File: src/sv/vtg_pkg.sv
// Package for the text grid terminal: grid geometry, character codes,
// cell layout and the item and port structs that the modules share.
// Depends on nothing.
`timescale 1ns / 1ps
`default_nettype none

package vtg_pkg;

    localparam int GRID_COLS  = 80;
    localparam int GRID_ROWS  = 24;
    localparam int MAX_PARAMS = 8;
    localparam int NCELLS     = GRID_COLS * GRID_ROWS;

    localparam int COL_W  = 7;
    localparam int ROW_W  = 5;
    localparam int IDX_W  = 11;
    localparam int ADDR_W = $clog2(NCELLS);
    localparam int CNT_W  = $clog2(NCELLS + 1);
    localparam int PCNT_W = $clog2(MAX_PARAMS + 1);
    localparam int PIDX_W = $clog2(MAX_PARAMS);
    localparam int K_W    = $clog2(MAX_PARAMS + 6);

    localparam logic [15:0] BLANK_CELL = 16'h0720;
    localparam logic [3:0]  FG_DEFAULT = 4'd7;
    localparam logic [3:0]  BG_DEFAULT = 4'd0;

    // Host byte codes
    localparam logic [7:0] CH_BS    = 8'd8;
    localparam logic [7:0] CH_TAB   = 8'd9;
    localparam logic [7:0] CH_LF    = 8'd10;
    localparam logic [7:0] CH_CR    = 8'd13;
    localparam logic [7:0] CH_ESC   = 8'd27;
    localparam logic [7:0] CH_SPACE = 8'd32;
    localparam logic [7:0] CH_0     = 8'd48;
    localparam logic [7:0] CH_9     = 8'd57;
    localparam logic [7:0] CH_SEMI  = 8'd59;
    localparam logic [7:0] CH_QUEST = 8'd63;
    localparam logic [7:0] CH_FIN_LO = 8'd64;
    localparam logic [7:0] CH_FIN_HI = 8'd126;
    localparam logic [7:0] CH_LBRK  = 8'd91;
    localparam logic [7:0] FIN_A    = 8'd65;
    localparam logic [7:0] FIN_B    = 8'd66;
    localparam logic [7:0] FIN_C    = 8'd67;
    localparam logic [7:0] FIN_D    = 8'd68;
    localparam logic [7:0] FIN_G    = 8'd71;
    localparam logic [7:0] FIN_H    = 8'd72;
    localparam logic [7:0] FIN_J    = 8'd74;
    localparam logic [7:0] FIN_K    = 8'd75;
    localparam logic [7:0] FIN_LD   = 8'd100;
    localparam logic [7:0] FIN_LF   = 8'd102;
    localparam logic [7:0] FIN_LH   = 8'd104;
    localparam logic [7:0] FIN_LL   = 8'd108;
    localparam logic [7:0] FIN_LM   = 8'd109;

    // Item kinds
    localparam logic KIND_BYTE = 1'b0;
    localparam logic KIND_READ = 1'b1;

    typedef struct packed {
        logic             kind;
        logic [7:0]       byte_value;
        logic [IDX_W-1:0] cell_index;
    } vtg_req_t;

    typedef struct packed {
        logic [7:0]       cell_char;
        logic [3:0]       cell_fg;
        logic [3:0]       cell_bg;
        logic [COL_W-1:0] cursor_column;
        logic [ROW_W-1:0] cursor_row;
        logic             cursor_shown;
    } vtg_resp_t;

    typedef struct packed {
        logic              we;
        logic [ADDR_W-1:0] waddr;
        logic [15:0]       wdata;
        logic              re;
        logic [ADDR_W-1:0] raddr;
    } vtg_mem_t;

    typedef struct packed {
        logic             take;
        logic             outside;
        logic [COL_W-1:0] col;
        logic [ROW_W-1:0] row;
        logic             shown;
    } vtg_rdstat_t;

endpackage

`default_nettype wire

File: src/sv/vtg_engine.sv
// Byte parser, cursor and attribute state, and the grid sequencer that
// drives the cell memory (print, scroll copy, blank sweeps, cell reads).
// Depends on vtg_pkg.
`timescale 1ns / 1ps
`default_nettype none

module vtg_engine (
    input  wire logic               clk,
    input  wire logic               rst_n,
    input  wire logic               start,
    input  wire vtg_pkg::vtg_req_t  request,
    input  wire logic [15:0]        rdata,
    output logic                    busy,
    output vtg_pkg::vtg_mem_t       mem,
    output vtg_pkg::vtg_rdstat_t    rdstat
);
    import vtg_pkg::*;

    typedef enum logic [5:0] {
        ST_IDLE   = 6'b000001,
        ST_READ   = 6'b000010,
        ST_WRITE  = 6'b000100,
        ST_SCROLL = 6'b001000,
        ST_BLANK  = 6'b010000,
        ST_SGR    = 6'b100000
    } state_t;

    typedef enum logic [2:0] {
        PH_NORMAL = 3'b001,
        PH_ESC    = 3'b010,
        PH_CSI    = 3'b100
    } phase_t;

    state_t            state_reg, state_next;
    phase_t            phase_reg, phase_next;
    logic [COL_W-1:0]  col_reg, col_next;
    logic [ROW_W-1:0]  row_reg, row_next;
    logic              wrap_reg, wrap_next;
    logic [3:0]        fg_reg, fg_next;
    logic [3:0]        bg_reg, bg_next;
    logic              bold_reg, bold_next;
    logic              rev_reg, rev_next;
    logic              vis_reg, vis_next;
    logic              priv_reg, priv_next;
    logic [PCNT_W-1:0] pcnt_reg, pcnt_next;
    logic [15:0]       pval_reg [MAX_PARAMS];
    logic [15:0]       pval_next [MAX_PARAMS];
    logic [K_W-1:0]    k_reg, k_next;
    logic [CNT_W-1:0]  addr_reg, addr_next;
    logic [CNT_W-1:0]  end_reg, end_next;
    logic [CNT_W-1:0]  scr_rd_reg, scr_rd_next;
    logic              vld_reg, vld_next;
    logic [ADDR_W-1:0] wa_reg, wa_next;
    logic              pend_reg, pend_next;
    logic [7:0]        char_reg, char_next;
    logic              oob_reg, oob_next;

    logic [7:0]        c;
    logic [CNT_W-1:0]  here, row0;
    logic [15:0]       p0, p1, n;
    logic [PIDX_W-1:0] didx;
    logic [19:0]       acc;
    logic [PCNT_W-1:0] pe;
    logic [COL_W:0]    tab;
    logic [K_W-1:0]    k1, k2, kcnt;
    logic [15:0]       sp, sv1, sv2;
    logic [3:0]        af, ab, fsel;

    function automatic logic [ROW_W-1:0] sat_row(input logic [16:0] v);
        if (v > 17'(GRID_ROWS - 1))
        begin
            return ROW_W'(GRID_ROWS - 1);
        end
        return v[ROW_W-1:0];
    endfunction

    function automatic logic [COL_W-1:0] sat_col(input logic [16:0] v);
        if (v > 17'(GRID_COLS - 1))
        begin
            return COL_W'(GRID_COLS - 1);
        end
        return v[COL_W-1:0];
    endfunction

    assign c    = request.byte_value;
    assign here = CNT_W'(32'(row_reg) * GRID_COLS + 32'(col_reg));
    assign row0 = CNT_W'(32'(row_reg) * GRID_COLS);
    assign p0   = (pcnt_reg != '0) ? pval_reg[0] : 16'd0;
    assign p1   = (pcnt_reg > PCNT_W'(1)) ? pval_reg[1] : 16'd0;
    assign n    = (p0 == 16'd0) ? 16'd1 : p0;
    assign didx = (pcnt_reg == '0) ? '0 : PIDX_W'(pcnt_reg - PCNT_W'(1));
    assign acc  = 20'(pval_reg[didx]) * 20'd10 + 20'(c - CH_0);
    assign pe   = (pcnt_reg == '0) ? PCNT_W'(1) : pcnt_reg;
    assign tab  = ({1'b0, col_reg} + (COL_W+1)'(8)) & ~(COL_W+1)'(7);
    assign k1   = k_reg + K_W'(1);
    assign k2   = k_reg + K_W'(2);
    assign kcnt = K_W'(pcnt_reg);
    assign sp   = pval_reg[k_reg[PIDX_W-1:0]];
    assign sv1  = pval_reg[k1[PIDX_W-1:0]];
    assign sv2  = pval_reg[k2[PIDX_W-1:0]];
    assign fsel = (bold_reg && !fg_reg[3]) ? (fg_reg | 4'd8) : fg_reg;
    assign af   = rev_reg ? bg_reg : fsel;
    assign ab   = rev_reg ? fsel : bg_reg;

    always_comb
    begin
        state_next  = state_reg;
        phase_next  = phase_reg;
        col_next    = col_reg;
        row_next    = row_reg;
        wrap_next   = wrap_reg;
        fg_next     = fg_reg;
        bg_next     = bg_reg;
        bold_next   = bold_reg;
        rev_next    = rev_reg;
        vis_next    = vis_reg;
        priv_next   = priv_reg;
        pcnt_next   = pcnt_reg;
        pval_next   = pval_reg;
        k_next      = k_reg;
        addr_next   = addr_reg;
        end_next    = end_reg;
        scr_rd_next = scr_rd_reg;
        vld_next    = 1'b0;
        wa_next     = wa_reg;
        pend_next   = pend_reg;
        char_next   = char_reg;
        oob_next    = oob_reg;
        mem         = '0;
        rdstat      = '0;
        rdstat.col   = col_reg;
        rdstat.row   = row_reg;
        rdstat.shown = vis_reg;

        unique case (state_reg)
            ST_IDLE:
            begin
                if (start)
                begin
                    if (request.kind == KIND_READ)
                    begin
                        oob_next   = (32'(request.cell_index) >= NCELLS);
                        mem.re     = 1'b1;
                        mem.raddr  = ADDR_W'(request.cell_index);
                        state_next = ST_READ;
                    end
                    else
                    begin
                        unique case (phase_reg)
                            PH_ESC:
                            begin
                                if (c == CH_LBRK)
                                begin
                                    phase_next   = PH_CSI;
                                    pcnt_next    = '0;
                                    priv_next    = 1'b0;
                                    pval_next[0] = 16'd0;
                                end
                                else
                                begin
                                    phase_next = PH_NORMAL;
                                end
                            end
                            PH_CSI:
                            begin
                                if (c == CH_QUEST)
                                begin
                                    priv_next = 1'b1;
                                end
                                else if (c >= CH_0 && c <= CH_9)
                                begin
                                    pcnt_next = pe;
                                    pval_next[didx] = (acc > 20'd65535) ? 16'hFFFF : acc[15:0];
                                end
                                else if (c == CH_SEMI)
                                begin
                                    if (32'(pe) < MAX_PARAMS)
                                    begin
                                        pval_next[pe[PIDX_W-1:0]] = 16'd0;
                                        pcnt_next = pe + PCNT_W'(1);
                                    end
                                    else
                                    begin
                                        pcnt_next = pe;
                                    end
                                end
                                else
                                begin
                                    phase_next = PH_NORMAL;
                                    if (c >= CH_FIN_LO && c <= CH_FIN_HI)
                                    begin
                                        wrap_next = 1'b0;
                                        unique case (c) inside
                                            FIN_LM:
                                            begin
                                                state_next = ST_SGR;
                                                k_next     = '0;
                                                if (pcnt_reg == '0)
                                                begin
                                                    pcnt_next    = PCNT_W'(1);
                                                    pval_next[0] = 16'd0;
                                                end
                                            end
                                            FIN_H, FIN_LF:
                                            begin
                                                row_next = sat_row((p0 == 16'd0) ? 17'd0
                                                                   : {1'b0, p0} - 17'd1);
                                                col_next = sat_col((p1 == 16'd0) ? 17'd0
                                                                   : {1'b0, p1} - 17'd1);
                                            end
                                            FIN_A:
                                            begin
                                                row_next = ({1'b0, n} > 17'(row_reg)) ? '0
                                                           : row_reg - n[ROW_W-1:0];
                                            end
                                            FIN_B:
                                            begin
                                                row_next = sat_row(17'(row_reg) + {1'b0, n});
                                            end
                                            FIN_C:
                                            begin
                                                col_next = sat_col(17'(col_reg) + {1'b0, n});
                                            end
                                            FIN_D:
                                            begin
                                                col_next = ({1'b0, n} > 17'(col_reg)) ? '0
                                                           : col_reg - n[COL_W-1:0];
                                            end
                                            FIN_G:
                                            begin
                                                col_next = sat_col({1'b0, n} - 17'd1);
                                            end
                                            FIN_LD:
                                            begin
                                                row_next = sat_row({1'b0, n} - 17'd1);
                                            end
                                            FIN_J:
                                            begin
                                                state_next = ST_BLANK;
                                                if (p0 == 16'd2 || p0 == 16'd3)
                                                begin
                                                    addr_next = '0;
                                                    end_next  = CNT_W'(NCELLS);
                                                end
                                                else if (p0 == 16'd1)
                                                begin
                                                    addr_next = '0;
                                                    end_next  = here + CNT_W'(1);
                                                end
                                                else
                                                begin
                                                    addr_next = here;
                                                    end_next  = CNT_W'(NCELLS);
                                                end
                                            end
                                            FIN_K:
                                            begin
                                                state_next = ST_BLANK;
                                                if (p0 == 16'd2)
                                                begin
                                                    addr_next = row0;
                                                    end_next  = row0 + CNT_W'(GRID_COLS);
                                                end
                                                else if (p0 == 16'd1)
                                                begin
                                                    addr_next = row0;
                                                    end_next  = here + CNT_W'(1);
                                                end
                                                else
                                                begin
                                                    addr_next = here;
                                                    end_next  = row0 + CNT_W'(GRID_COLS);
                                                end
                                            end
                                            FIN_LH, FIN_LL:
                                            begin
                                                if (priv_reg && p0 == 16'd25)
                                                begin
                                                    vis_next = (c == FIN_LH);
                                                end
                                            end
                                            default:
                                            begin
                                            end
                                        endcase
                                    end
                                end
                            end
                            default:
                            begin
                                phase_next = PH_NORMAL;
                                if (c == CH_ESC)
                                begin
                                    phase_next = PH_ESC;
                                end
                                else if (c == CH_LF)
                                begin
                                    col_next  = '0;
                                    wrap_next = 1'b0;
                                    if (32'(row_reg) == GRID_ROWS - 1)
                                    begin
                                        scr_rd_next = CNT_W'(GRID_COLS);
                                        pend_next   = 1'b0;
                                        state_next  = ST_SCROLL;
                                    end
                                    else
                                    begin
                                        row_next = row_reg + ROW_W'(1);
                                    end
                                end
                                else if (c == CH_CR)
                                begin
                                    col_next  = '0;
                                    wrap_next = 1'b0;
                                end
                                else if (c == CH_BS)
                                begin
                                    if (col_reg != '0)
                                    begin
                                        col_next = col_reg - COL_W'(1);
                                    end
                                    wrap_next = 1'b0;
                                end
                                else if (c == CH_TAB)
                                begin
                                    col_next = (32'(tab) >= GRID_COLS) ? COL_W'(GRID_COLS - 1)
                                               : tab[COL_W-1:0];
                                end
                                else if (c >= CH_SPACE)
                                begin
                                    char_next  = c;
                                    state_next = ST_WRITE;
                                    if (wrap_reg)
                                    begin
                                        col_next  = '0;
                                        wrap_next = 1'b0;
                                        if (32'(row_reg) == GRID_ROWS - 1)
                                        begin
                                            scr_rd_next = CNT_W'(GRID_COLS);
                                            pend_next   = 1'b1;
                                            state_next  = ST_SCROLL;
                                        end
                                        else
                                        begin
                                            row_next = row_reg + ROW_W'(1);
                                        end
                                    end
                                end
                            end
                        endcase
                    end
                end
            end

            ST_READ:
            begin
                rdstat.take    = 1'b1;
                rdstat.outside = oob_reg;
                state_next     = ST_IDLE;
            end

            ST_WRITE:
            begin
                mem.we    = 1'b1;
                mem.waddr = ADDR_W'(here);
                mem.wdata = {ab, af, char_reg};
                if (32'(col_reg) == GRID_COLS - 1)
                begin
                    wrap_next = 1'b1;
                end
                else
                begin
                    col_next = col_reg + COL_W'(1);
                end
                state_next = ST_IDLE;
            end

            ST_SCROLL:
            begin
                // copy row r+1 onto row r, writing each cell in the cycle after its read
                if (vld_reg)
                begin
                    mem.we    = 1'b1;
                    mem.waddr = wa_reg;
                    mem.wdata = rdata;
                end
                if (32'(scr_rd_reg) < NCELLS)
                begin
                    mem.re      = 1'b1;
                    mem.raddr   = ADDR_W'(scr_rd_reg);
                    scr_rd_next = scr_rd_reg + CNT_W'(1);
                    vld_next    = 1'b1;
                    wa_next     = ADDR_W'(scr_rd_reg - CNT_W'(GRID_COLS));
                end
                else
                begin
                    addr_next  = CNT_W'((GRID_ROWS - 1) * GRID_COLS);
                    end_next   = CNT_W'(NCELLS);
                    state_next = ST_BLANK;
                end
            end

            ST_BLANK:
            begin
                mem.we    = 1'b1;
                mem.waddr = ADDR_W'(addr_reg);
                mem.wdata = BLANK_CELL;
                addr_next = addr_reg + CNT_W'(1);
                if (addr_reg + CNT_W'(1) >= end_reg)
                begin
                    state_next = pend_reg ? ST_WRITE : ST_IDLE;
                    pend_next  = 1'b0;
                end
            end

            ST_SGR:
            begin
                if (k_reg >= kcnt)
                begin
                    state_next = ST_IDLE;
                end
                else
                begin
                    k_next = k1;
                    if (sp == 16'd0)
                    begin
                        fg_next   = FG_DEFAULT;
                        bg_next   = BG_DEFAULT;
                        bold_next = 1'b0;
                        rev_next  = 1'b0;
                    end
                    else if (sp == 16'd1)
                    begin
                        bold_next = 1'b1;
                    end
                    else if (sp == 16'd22)
                    begin
                        bold_next = 1'b0;
                    end
                    else if (sp == 16'd7)
                    begin
                        rev_next = 1'b1;
                    end
                    else if (sp == 16'd27)
                    begin
                        rev_next = 1'b0;
                    end
                    else if (sp >= 16'd30 && sp <= 16'd37)
                    begin
                        fg_next = 4'(sp - 16'd30);
                    end
                    else if (sp == 16'd39)
                    begin
                        fg_next = FG_DEFAULT;
                    end
                    else if (sp >= 16'd40 && sp <= 16'd47)
                    begin
                        bg_next = 4'(sp - 16'd40);
                    end
                    else if (sp == 16'd49)
                    begin
                        bg_next = BG_DEFAULT;
                    end
                    else if (sp >= 16'd90 && sp <= 16'd97)
                    begin
                        fg_next = 4'(sp - 16'd82);
                    end
                    else if (sp >= 16'd100 && sp <= 16'd107)
                    begin
                        bg_next = 4'(sp - 16'd92);
                    end
                    else if (sp == 16'd38 || sp == 16'd48)
                    begin
                        if (k2 < kcnt && sv1 == 16'd5)
                        begin
                            if (sv2 < 16'd16)
                            begin
                                if (sp == 16'd38)
                                begin
                                    fg_next = sv2[3:0];
                                end
                                else
                                begin
                                    bg_next = sv2[3:0];
                                end
                            end
                            k_next = k_reg + K_W'(3);
                        end
                        else if (k1 < kcnt && sv1 == 16'd2)
                        begin
                            k_next = k_reg + K_W'(5);
                        end
                    end
                end
            end

            default:
            begin
                state_next = ST_IDLE;
            end
        endcase
    end

    always_ff @(posedge clk or negedge rst_n)
    begin
        if (!rst_n)
        begin
            state_reg  <= ST_BLANK;
            phase_reg  <= PH_NORMAL;
            col_reg    <= '0;
            row_reg    <= '0;
            wrap_reg   <= 1'b0;
            fg_reg     <= FG_DEFAULT;
            bg_reg     <= BG_DEFAULT;
            bold_reg   <= 1'b0;
            rev_reg    <= 1'b0;
            vis_reg    <= 1'b1;
            priv_reg   <= 1'b0;
            pcnt_reg   <= '0;
            for (int i = 0; i < MAX_PARAMS; i++)
            begin
                pval_reg[i] <= 16'd0;
            end
            k_reg      <= '0;
            addr_reg   <= '0;
            end_reg    <= CNT_W'(NCELLS);
            scr_rd_reg <= '0;
            vld_reg    <= 1'b0;
            pend_reg   <= 1'b0;
        end
        else
        begin
            state_reg  <= state_next;
            phase_reg  <= phase_next;
            col_reg    <= col_next;
            row_reg    <= row_next;
            wrap_reg   <= wrap_next;
            fg_reg     <= fg_next;
            bg_reg     <= bg_next;
            bold_reg   <= bold_next;
            rev_reg    <= rev_next;
            vis_reg    <= vis_next;
            priv_reg   <= priv_next;
            pcnt_reg   <= pcnt_next;
            pval_reg   <= pval_next;
            k_reg      <= k_next;
            addr_reg   <= addr_next;
            end_reg    <= end_next;
            scr_rd_reg <= scr_rd_next;
            vld_reg    <= vld_next;
            pend_reg   <= pend_next;
        end
    end

    always_ff @(posedge clk)
    begin
        wa_reg   <= wa_next;
        char_reg <= char_next;
        oob_reg  <= oob_next;
    end

    assign busy = (state_reg != ST_IDLE);

endmodule

`default_nettype wire

File: config.mk
export PLATFORM = sky130hd
export DESIGN_NAME = vtg_engine
export DESIGN_NICKNAME = d
export VERILOG_FILES = /design/src/sv/vtg_pkg.sv /design/src/sv/vtg_engine.sv
export SDC_FILE = /design/constraint.sdc
export NUM_CORES = 1
export LEC_CHECK = 0
export BUFFER_PORTS_ARGS = -buffer_cell sky130_fd_sc_hd__buf_4
export CAP_MARGIN = 20
export CORE_UTILIZATION = 58
export CTS_CLUSTER_DIAMETER = 30
export CTS_CLUSTER_SIZE = 8
export DETAILED_ROUTE_END_ITERATION = 16
export PLACE_DENSITY = 0.8
export SLEW_MARGIN = 25
export SYNTH_ARGS = -nofsm -noshare
export SYNTH_HDL_FRONTEND = slang
export SYNTH_SLANG_ARGS = --single-unit
File: constraint.sdc
create_clock -name clk -period 6.3 [get_ports clk]
set_input_delay 0.63 -clock clk [delete_from_list [all_inputs] [get_ports clk]]
set_output_delay 0.63 -clock clk [all_outputs]
set_load 0.03 [all_outputs]
==> impl_metrics.env <==
export IMPL_status="finished clean"
export IMPL_critPathKind="flop to flop"
export IMPL_fmax_mhz=162
export IMPL_worst_pin_slew_ns=1.16
export IMPL_wl_um=79800
export IMPL_cts_clk_slew_worst_paths_ns=0.04
export IMPL_drive_gt1_share_pct=18.2
export IMPL_overflow=0
export IMPL_yosys_most_used_dff="dfrtp_1"
export IMPL_floorplan_rows=69
export IMPL_cap_violations=0
export IMPL_postSynth_asyncResetShare_pct=91.1
export IMPL_period_share_pct=97.9
export IMPL_arrival_ns=6.64
export IMPL_drt_wirelength_per_cell_um=25.6
export IMPL_ys_seq_elements=225
export IMPL_syn_nets=2689
export IMPL_nets=2801
export IMPL_antenna_found_initial=1
export IMPL_crit_required_ns=6.77
export IMPL_synth_area_um2=21300
export IMPL_crit_top_cell="buf_4"
export IMPL_start_util_pct=59.5
export IMPL_hpwl_um=57000
export IMPL_dp_slack_ns=-0.206
export IMPL_cts_tree="done"
export IMPL_synth_warnings=0
export IMPL_largest_reg_flops=128
export IMPL_setup_viol=0
export IMPL_p_total_mw=6.53
export IMPL_yosysUniqueCellTypes=116
export IMPL_top_layer="met4"
export IMPL_htree_levels=2
export IMPL_cts_root_buffer="clkbuf_16"
export IMPL_die_w_um=194
export IMPL_grt_max_degree=175
export IMPL_place_inst=2988
export IMPL_dr_wl_met3_um=9790
export IMPL_area_growth_pct=17.7
export IMPL_slew_viol_final=0
export IMPL_min_period_ns=6.17
export IMPL_ir_drop_mv=0.307
export IMPL_clkSinkCount=225
export IMPL_clk_latency_ns=0.60
export IMPL_cts_path_max_buffers=3
export IMPL_die_area_um2=37500
export IMPL_drtAntennaViolNets=0
export IMPL_vias=22184
export IMPL_stdcell_count=3112
export IMPL_relSlewSlack_pct=22.4
export IMPL_skew_ns=0.0303
export IMPL_port_buffers=94
export IMPL_end_kind="flop"
export IMPL_avgSynthCellArea_um2=8.55
export IMPL_final_cell_mix="nand2_1 (205), buf_4 (203), nor2_1 (197)"
export IMPL_synth_edff_count=20
export IMPL_grt_pass1_vias=21211
export IMPL_final_common_cell="nand2_1"
export IMPL_die_y_um=194
export IMPL_grt_pass1_wl_um=122000
export IMPL_hold_viol_final=0
export IMPL_dr_pass1_iters=7
export IMPL_power_density_nw_per_um2=260
export IMPL_gp_congestion=1.06
export IMPL_drtIter0Drc=2752
export IMPL_final_util_pct=70.0
export IMPL_p_leak_nw=11.5
export IMPL_syn_inst=2492
export IMPL_coreArea_um2=35800
export IMPL_via_per_inst=7.13
export IMPL_fin_ws_ns=0.134
export IMPL_critPathMaxStageDelay_ns=0.45
export IMPL_drc=0
export IMPL_cts_buffers=56
export IMPL_wl_met1_um=31100
export IMPL_hold_path_class="primary input to flop"
export IMPL_grt_usage_pct=41.6
export IMPL_pin_count=95
export IMPL_ys_seq_area_share_pct=27.0
export IMPL_tns_ns=0
export IMPL_worst_setup_path_start_kind="flop"
export IMPL_path_max_fanout=8
export IMPL_wl_met2_um=34800
export IMPL_critPathSlowestCell="dfrtp_2"
cells in the mapped netlist, drive strengths merged (11+ instances only):
library cell | count | area share, %
or3 | 16 | 0.47
and3 | 25 | 0.73
a21oi | 150 | 3.6
nor3 | 74 | 1.9
a222oi | 12 | 0.56
nand2b | 27 | 0.82
mux2i | 61 | 2.9
buf | 50 | 1.6
a211oi | 15 | 0.58
dfrtp | 195 | 23
clkbuf | 111 | 2.1
o31ai | 11 | 0.39
a221oi | 15 | 0.62
edfxtp | 20 | 2.8
ha | 150 | 8.8
o21ai | 152 | 3.6
nand2 | 217 | 3.9
a31oi | 24 | 0.73
mux4 | 33 | 3.5
nand3 | 84 | 2.0
nor4 | 34 | 1.2
a22o | 154 | 6.3
nor2 | 205 | 3.6
xor2 | 46 | 1.9
inv | 110 | 1.9
nor2b | 29 | 0.89
a22oi | 16 | 0.56
o211ai | 16 | 0.56
a32oi | 12 | 0.49
or2 | 15 | 0.44
mux2 | 25 | 1.4
o22ai | 33 | 0.97
o21bai | 16 | 0.56
and2 | 18 | 0.53
a21o | 30 | 1.1
xnor2 | 61 | 2.5
a2111oi | 12 | 0.56
nand4 | 27 | 0.79
o21a | 23 | 0.81
worst max-delay path, delay by kind of cell, from the launching register on:
family,cells,cell delay (ns)
AO/OA/AOI/OAI,12,2.54
adder cells (fa/ha/maj),4,1.17
AND/OR/NAND/NOR,2,0.68
buffers and inverters,4,0.64
flip-flops,1,0.45
XOR/XNOR,2,0.28
multiplexers,1,0.27
cells by family (layout without fill, tap and decap cells):
kind of cell	Yosys count	after routing	synth area share [%]
compound gates	784	784	26.1
xor+xnor	107	107	4.43
fa+ha+maj	158	158	9.56
buf+inv	273	430	5.66
flops	225	225	27.0
mux	119	119	7.78
other cells	0	1	0
simple gates	826	827	19.5
metal layers:
metal  up-vias  track usage [%]
li1       9614                -
met1     10651             55.9
met2      1615             62.9
met3       304             9.55
met4         0             20.9
met5         -                0
final cells by class:
type,count,area [um2]
Timing Repair Buffer,214,1710
Clock buffer,76,1610
Sequential cell,225,5750
Clock inverter,28,364
Antenna cell,1,2.50
Tap cell,461,577
Fill cell,2756,10700
Multi-Input combinational cell,1995,14600
Inverter,112,425
stage by stage:
step	instance area [um2]	hold WS, ns
after detailed placement	22700	0.472
after floorplan	21300	0.334
final	25100	0.320
after global placement	22700	0.464
after CTS	24700	0.291
after global routing	25100	0.303
final timing paths:
path / start / to / slack (ns) / cells after the start
min in group asynchronous: rst_n / addr_reg[10] / 0.51 / 2
max in group asynchronous: rst_n / pval_reg[23] / 4.48 / 4
max reg2reg: kcnt[1] / pval_reg[101] / 0.13 / 25
min: request[15] / char_reg[4] / 0.32 / 1
min reg2reg: end_reg[2] / end_reg[2] / 0.48 / 2
max: kcnt[1] / pval_reg[101] / 0.13 / 25
power breakdown:
part	switching [mW]	internal (mW)
clock	0.922	2.06
sequential	0.170	1.54
combinational	1.16	0.677
total	2.25	4.28
repair_timing:
action / 4_1_cts / 5_1_grt
setup buffers: 0 / 13
endpoints found under the hold margin: 26 / 0
hold buffers: 1 / 0
gates cloned: 0 / 1
endpoints found under the setup margin: 128 / 128
gates resized for setup: 13 / 47
pin swaps: 1 / 16
No activity file was read; power rests on OpenSTA's default activity.
